$ cat config.mk
export PLATFORM = sky130hd
export DESIGN_NAME = svg_seq_flat
export DESIGN_NICKNAME = d
export VERILOG_FILES = /design/src/rtl/svg_pkg.sv /design/src/rtl/svg_req_if.sv /design/src/rtl/svg_seq.sv /design/src/flat_wrapper.sv
export SDC_FILE = /design/constraint.sdc
export NUM_CORES = 1
export LEC_CHECK = 0
export BUFFER_PORTS_ARGS = -buffer_cell sky130_fd_sc_hd__clkbuf_2
export CAP_MARGIN = 20
export CORE_MARGIN = 2
export CORE_UTILIZATION = 60
export DETAILED_ROUTE_END_ITERATION = 16
export PLACE_DENSITY = 0.87
export SLEW_MARGIN = 15
export SYNTH_ARGS = -nofsm -noshare
export SYNTH_HDL_FRONTEND = slang
export SYNTH_SLANG_ARGS = --single-unit
export TNS_END_PERCENT = 50
$ cat constraint.sdc
create_clock -name clk -period 14 [get_ports clk]
set_input_delay 2.8 -clock clk [delete_from_list [all_inputs] [get_ports clk]]
set_output_delay 2.8 -clock clk [all_outputs]
set_load 0.02 [all_outputs]
$ cat src/rtl/svg_pkg.sv
// Shared constants, types and helpers of the star polygon vertex generator.
package svg_pkg;

	localparam int MAX_POINTS    = 31;
	localparam int CORDIC_STAGES = 24;
	localparam int XW            = 34;   // CORDIC x/y datapath width
	localparam int ZW            = 34;   // CORDIC residual angle width
	localparam int SW            = 36;   // translate/saturate width

	localparam logic [30:0] GAIN_Q31 = 31'd1304065748;
	localparam logic [63:0] TWO32    = 64'h1_0000_0000;
	localparam logic [31:0] QUARTER  = 32'h4000_0000;
	localparam logic [61:0] HALF_LSB = 62'h4000_0000;

	// arctangent of 2^-i in binary-angle units (full turn = 2^32)
	localparam logic [31:0] ATAN [32] = '{
		32'd536870912, 32'd316933406, 32'd167458907, 32'd85004756,
		32'd42667331, 32'd21354465, 32'd10679838, 32'd5340245,
		32'd2670163, 32'd1335087, 32'd667544, 32'd333772,
		32'd166886, 32'd83443, 32'd41722, 32'd20861,
		32'd10430, 32'd5215, 32'd2608, 32'd1304,
		32'd652, 32'd326, 32'd163, 32'd81,
		32'd41, 32'd20, 32'd10, 32'd5,
		32'd3, 32'd1, 32'd1, 32'd0
	};

	// 2^32 = STEP_Q[p] * 2p + STEP_R[p]; angle step between vertices
	localparam logic [31:0] STEP_Q [32] = '{
		32'd0, 32'd0, 32'd0,
		32'(TWO32 / 64'd6),  32'(TWO32 / 64'd8),  32'(TWO32 / 64'd10),
		32'(TWO32 / 64'd12), 32'(TWO32 / 64'd14), 32'(TWO32 / 64'd16),
		32'(TWO32 / 64'd18), 32'(TWO32 / 64'd20), 32'(TWO32 / 64'd22),
		32'(TWO32 / 64'd24), 32'(TWO32 / 64'd26), 32'(TWO32 / 64'd28),
		32'(TWO32 / 64'd30), 32'(TWO32 / 64'd32), 32'(TWO32 / 64'd34),
		32'(TWO32 / 64'd36), 32'(TWO32 / 64'd38), 32'(TWO32 / 64'd40),
		32'(TWO32 / 64'd42), 32'(TWO32 / 64'd44), 32'(TWO32 / 64'd46),
		32'(TWO32 / 64'd48), 32'(TWO32 / 64'd50), 32'(TWO32 / 64'd52),
		32'(TWO32 / 64'd54), 32'(TWO32 / 64'd56), 32'(TWO32 / 64'd58),
		32'(TWO32 / 64'd60), 32'(TWO32 / 64'd62)
	};

	localparam logic [5:0] STEP_R [32] = '{
		6'd0, 6'd0, 6'd0,
		6'(TWO32 % 64'd6),  6'(TWO32 % 64'd8),  6'(TWO32 % 64'd10),
		6'(TWO32 % 64'd12), 6'(TWO32 % 64'd14), 6'(TWO32 % 64'd16),
		6'(TWO32 % 64'd18), 6'(TWO32 % 64'd20), 6'(TWO32 % 64'd22),
		6'(TWO32 % 64'd24), 6'(TWO32 % 64'd26), 6'(TWO32 % 64'd28),
		6'(TWO32 % 64'd30), 6'(TWO32 % 64'd32), 6'(TWO32 % 64'd34),
		6'(TWO32 % 64'd36), 6'(TWO32 % 64'd38), 6'(TWO32 % 64'd40),
		6'(TWO32 % 64'd42), 6'(TWO32 % 64'd44), 6'(TWO32 % 64'd46),
		6'(TWO32 % 64'd48), 6'(TWO32 % 64'd50), 6'(TWO32 % 64'd52),
		6'(TWO32 % 64'd54), 6'(TWO32 % 64'd56), 6'(TWO32 % 64'd58),
		6'(TWO32 % 64'd60), 6'(TWO32 % 64'd62)
	};

	typedef struct packed {
		logic signed [31:0] center_x;
		logic signed [31:0] center_y;
		logic signed [31:0] outer_radius;
		logic signed [31:0] inner_radius;
		logic [7:0]         point_count;
	} req_t;

	typedef struct packed {
		logic signed [31:0] vertex_x;
		logic signed [31:0] vertex_y;
		logic               starts_path;
		logic               last;
	} vtx_t;

	// one vertex as issued by the sequencer
	typedef struct packed {
		logic [31:0]        phase;
		logic [30:0]        radius;
		logic               starts;
		logic               last;
		logic signed [31:0] cx;
		logic signed [31:0] cy;
	} issue_t;

	// one vertex inside the CORDIC pipe
	typedef struct packed {
		logic signed [XW-1:0] x;
		logic signed [XW-1:0] y;
		logic signed [ZW-1:0] z;
		logic                 flip;
		logic                 starts;
		logic                 last;
		logic signed [31:0]   cx;
		logic signed [31:0]   cy;
	} rot_t;

	// magnitude of a signed word, most negative value saturates
	function automatic logic [30:0] mag31(input logic signed [31:0] v);
		logic [31:0] a;
		a = v[31] ? 32'(-v) : 32'(v);
		return a[31] ? 31'h7FFF_FFFF : a[30:0];
	endfunction

endpackage

$ cat src/rtl/svg_req_if.sv
// Request channel: one star description per transfer.
interface svg_req_if import svg_pkg::*; ();
	logic valid;
	logic ready;
	req_t data;

	modport source (output valid, output data, input ready);
	modport sink (input valid, input data, output ready);
endinterface

$ cat src/rtl/svg_seq.sv
// Request capture and per-vertex angle/radius sequencer.
module svg_seq import svg_pkg::*; (
	input  logic       clk,
	input  logic       arst_n,
	svg_req_if.sink    req,
	input  logic       adv,
	output logic       iss_valid,
	output issue_t     iss
);

	logic               busy_q;
	logic [5:0]         k_q;
	logic [31:0]        q_q;
	logic [5:0]         rem_q;
	logic [4:0]         p_q;
	logic signed [31:0] cx_q;
	logic signed [31:0] cy_q;
	logic [30:0]        outer_q;
	logic [30:0]        inner_q;

	logic [4:0] pc;
	logic [6:0] rsum;
	logic       carry;
	logic [5:0] two_p;
	logic       at_end;

	// clamp requested point count
	always_comb begin
		if (req.data.point_count < 8'd3) begin
			pc = 5'd3;
		end else if (req.data.point_count > 8'(MAX_POINTS)) begin
			pc = 5'(MAX_POINTS);
		end else begin
			pc = req.data.point_count[4:0];
		end
	end

	// running quotient/remainder of (k*2^32 + P) / 2P
	assign two_p  = {p_q, 1'b0};
	assign rsum   = {1'b0, rem_q} + {1'b0, STEP_R[p_q]};
	assign carry  = rsum >= {1'b0, two_p};
	assign at_end = k_q == two_p;

	assign req.ready = !busy_q;

	always_ff @(posedge clk or negedge arst_n) begin
		if (!arst_n) begin
			busy_q  <= 1'b0;
			k_q     <= '0;
			q_q     <= '0;
			rem_q   <= '0;
			p_q     <= 5'd3;
			cx_q    <= '0;
			cy_q    <= '0;
			outer_q <= '0;
			inner_q <= '0;
		end else if (req.valid && req.ready) begin
			busy_q  <= 1'b1;
			k_q     <= '0;
			q_q     <= '0;
			rem_q   <= {1'b0, pc};
			p_q     <= pc;
			cx_q    <= req.data.center_x;
			cy_q    <= req.data.center_y;
			outer_q <= mag31(req.data.outer_radius);
			inner_q <= mag31(req.data.inner_radius);
		end else if (busy_q && adv) begin
			if (at_end) begin
				busy_q <= 1'b0;
				k_q    <= '0;
			end else begin
				k_q   <= k_q + 6'd1;
				q_q   <= q_q + STEP_Q[p_q] + {31'd0, carry};
				rem_q <= carry ? 6'(rsum - {1'b0, two_p}) : rsum[5:0];
			end
		end
	end

	// vertex issued into the pipe
	assign iss_valid  = busy_q;
	assign iss.phase  = QUARTER + q_q;
	assign iss.radius = k_q[0] ? inner_q : outer_q;
	assign iss.starts = k_q == 6'd0;
	assign iss.last   = at_end;
	assign iss.cx     = cx_q;
	assign iss.cy     = cy_q;

endmodule

$ cat src/flat_wrapper.sv
// flat-port wrapper written by rule: the top's interface ports become plain ports
module svg_seq_flat import svg_pkg::*;
  (clk, arst_n, adv, iss_valid, iss, req_valid, req_data, req_ready);
  svg_req_if req_i ();
  input  logic clk;
  input  logic arst_n;
  input  logic adv;
  output logic iss_valid;
  output issue_t iss;
  input wire logic [$bits(req_i.valid)-1:0] req_valid;
  input wire logic [$bits(req_i.data)-1:0] req_data;
  output wire logic [$bits(req_i.ready)-1:0] req_ready;
  assign req_i.valid = req_valid;
  assign req_i.data = req_data;
  assign req_ready = req_i.ready;
  svg_seq u_core (.clk(clk), .arst_n(arst_n), .req(req_i), .adv(adv), .iss_valid(iss_valid), .iss(iss));
endmodule
==> impl_metrics.env <==
export IMPL_skew_ns=0.0144
export IMPL_clockPowerShare_pct=12.1
export IMPL_violations="DRC"
export IMPL_die_h_um=145
export IMPL_cts_sinks=176
export IMPL_hold_class="flip-flop to flip-flop"
export IMPL_ys_warn_count=0
export IMPL_arrival_ns=7.60
export IMPL_core_area_um2=19400
export IMPL_design_power_total_mw=4.18
export IMPL_ant_nets=0
export IMPL_mostFrequentLayoutCell="nand2_1"
export IMPL_ctsLongestPathBuffers=2
export IMPL_min_period_ns=7.29
export IMPL_synthArstFlopShare_pct=100
export IMPL_tightest_slew_ns=1.07
export IMPL_cts_buffers=17
export IMPL_antenna_found_initial=1
export IMPL_peakVddDrop_uv=148
export IMPL_status="complete, but fails checks"
export IMPL_cap_violations=0
export IMPL_hold_viol_final=0
export IMPL_avgSynthCellArea_um2=8.14
export IMPL_path_clk_slew_ns=0.08
export IMPL_vias=11400
export IMPL_slew_violations=0
export IMPL_slew_headroom_pct=28.3
export IMPL_gp_congestion=0.974
export IMPL_drt_pass1_iter_count=12
export IMPL_viasPerCell=5.93
export IMPL_post_cts_buffers=0
export IMPL_fmax_mhz=137
export IMPL_wire_per_inst_um=17.9
export IMPL_grt_total_usage_pct=32.7
export IMPL_synthFlopType="dfrtp_1"
export IMPL_dp_cells=1886
export IMPL_p_sw_share_pct=51.2
export IMPL_drive_above_1_share_pct=22.9
export IMPL_grt_pass1_vias=10600
export IMPL_postCtsHoldBufs=0
export IMPL_power_density_nw_per_um2=305
export IMPL_rows=51
export IMPL_fin_hold_ws_ns=0.474
export IMPL_internal_power_mw=2.04
export IMPL_r2r_end="u_core.q_q[29]"
export IMPL_r2r_setup_slack_ns=6.71
export IMPL_cts_resized_gates=0
export IMPL_grt_max_degree=92
export IMPL_cp_startpoint="u_core.p_q[1]"
export IMPL_finalSetupTns_ns=0
export IMPL_place_port_buffers=270
export IMPL_postLayoutCellArea_um2=13700
export IMPL_nNetsFinal=1835
export IMPL_synth_cell_types=66
export IMPL_cp_endpoint="u_core.q_q[29]"
export IMPL_critPathCaptureType="flip-flop"
export IMPL_num_io_pins=271
export IMPL_final_cell_mix="331 x nand2_1, 269 x clkbuf_2, 174 x dfrtp_1"
export IMPL_root_buffer="clkbuf_16"
export IMPL_cp_start_kind="flip-flop"
export IMPL_synthCells=1456
export IMPL_clk_latency_ns=0.45
export IMPL_ys_ff_latch=176
export IMPL_grt_pass1_wl_um=54000
export IMPL_dieArea_um2=20900
export IMPL_route_detailed_drc=2
export IMPL_cts_max_level=4
export IMPL_grt_overflow_total=0
export IMPL_drt_total_wl_um=34300
export IMPL_drt_initial_drc_count=1130
export IMPL_placed_area_um2=13100
export IMPL_initial_core_util_pct=61.1
export IMPL_required_ns=14.31
export IMPL_syn2layout_area_growth_pct=15.6
export IMPL_syn_nets=1651
export IMPL_leakage_nw=6.77
export IMPL_cts_tree="yes"
export IMPL_period_share_pct=52.1
export IMPL_rsz0062_at_grt="false"
export IMPL_final_cells=1920
export IMPL_power_frac_comb_pct=65.5
export IMPL_dp_hpwl_um=25100
export IMPL_crit_fanout=14
export IMPL_synth_seq_area_share_pct=37.2
export IMPL_synth_area_um2=11800
export IMPL_fp_dieW_um=145
export IMPL_worstSetupPathType="flip-flop to flip-flop"
export IMPL_seq_power_share_pct=22.5
export IMPL_rr_worst_depth=25
export IMPL_p_sw_mw=2.14
export IMPL_r2r_start="u_core.p_q[1]"
export IMPL_synth_edff_count=0
export IMPL_setup_viol=0
-- logic make-up (layout without fill, tap and decap cells) --
kind of cell,after synthesis,after routing,synth area share [%]
AND/OR/NAND/NOR,580,580,21.2
multiplexers,41,41,3.79
other,0,2,0
AO/OA/AOI/OAI,354,354,18.6
adder cells (fa/ha/maj),55,55,6.06
XOR/XNOR,94,94,6.95
buffers and inverters,156,353,6.25
flip-flops,176,176,37.2
-- state kept, by name, summed over array words and instances, names as in the netlist --
register          count
u_core.inner_q       31
u_core.q_q           32
u_core.p_q            5
u_core.k_q            6
u_core.rem_q          6
u_core.outer_q       31
u_core.iss_valid      1
u_core.cy_q          32
u_core.cx_q          32
-- routing by layer --
| layer | global-route usage [%] | wire length (um) | vias up |
|---|---|---|---|
| li1 | - | - | 5360 |
| met1 | 42.7 | 13800 | 5359 |
| met2 | 52.6 | 16500 | 577 |
| met3 | 7.25 | 2810 | 94 |
| met4 | 14.0 | 1230 | 0 |
| met5 | 0 | 0 | - |
-- area by class of cell --
class / instances / area (um2)
Multi-Input combinational cell: 1124 / 6730
Fill cell: 1546 / 5700
Sequential cell: 176 / 4410
Timing Repair Buffer: 281 / 1440
Clock buffer: 17 / 425
Tap cell: 265 / 332
Clock inverter: 15 / 214
Inverter: 40 / 150
Antenna cell: 2 / 5.00
-- metrics by stage --
step | worst slack [ns] | utilization (%)
finish | 6.71 | 70.6
global route | 6.24 | 70.6
CTS | 6.80 | 70.6
detailed placement | 6.90 | 67.3
global placement | 7.10 | 67.3
floorplan | 7.74 | -
-- Yosys cell counts, types with 6 or more instances --
cell      number  area [um2]
o31ai_1       25         188
or3_1          9        56.3
buf_4         32         240
a31oi_1       12        75.1
a21oi_2       13         114
a221oi_1       6        52.6
a211oi_1       7        52.6
mux2i_1       10         100
xor2_1        42         368
or2_2          7        43.8
o21a_1         9        67.6
nand3_1       45         225
buf_1         16        60.1
mux2_2        31         349
nor3_1        23         115
nor2_1       114         428
or4_1          8        60.1
nand2_1      332        1250
inv_1         38         143
o41ai_1       11        96.3
a21oi_1      100         500
o211ai_1       7        52.6
dfrtp_1      174        4350
o21bai_1       9        67.6
o21ai_1       31         155
o21ai_0       71         355
a21o_1        19         143
clkbuf_1      60         225
o22ai_1        6        37.5
ha_1          51         638
xnor2_1       52         455
nor2b_1        7        43.8
-- power groups by stage --
stage	Clock [mW]	Combinational (mW)	Sequential, mW
detailed placement	0	2.69	0.937
floorplan	0	1.96	0.991
global route	0.534	3.00	0.967
finish	0.505	2.74	0.939
global placement	0	2.63	0.929
CTS	0.510	2.71	0.935
-- critical path: stages, from the launching register on --
cell	delay, ns
dfstp_2	0.68
clkinv_1	0.41
ha_1	0.54
inv_1	0.15
nor2_1	0.17
a21oi_1	0.06
a221oi_1	0.32
nor2_1	0.09
nor2_1	0.15
inv_1	0.09
fa_1	0.51
inv_1	0.08
fa_1	0.45
o21bai_1	0.18
a21oi_1	0.16
o221ai_1	0.15
a21oi_1	0.66
fa_1	0.39
nand2b_1	0.15
a21oi_1	0.09
o211ai_1	0.31
o21ai_0	0.28
a221oi_1	0.65
a31oi_1	0.19
xnor2_1	0.15
o21ai_0	0.08
-- worst min path at each step --
| stage | to | start | depth (start not counted) |
|---|---|---|---|
| final | u_core.outer_q[25] | u_core.outer_q[25] | 2 |
| after detailed placement | u_core.outer_q[25] | u_core.outer_q[25] | 2 |
| after global routing | u_core.cx_q[22] | u_core.cx_q[22] | 2 |
| after floorplan | u_core.outer_q[13] | u_core.outer_q[13] | 2 |
| after global placement | u_core.outer_q[25] | u_core.outer_q[25] | 2 |
| after CTS | u_core.outer_q[25] | u_core.outer_q[25] | 2 |
Power figures use the tool's default switching activity.
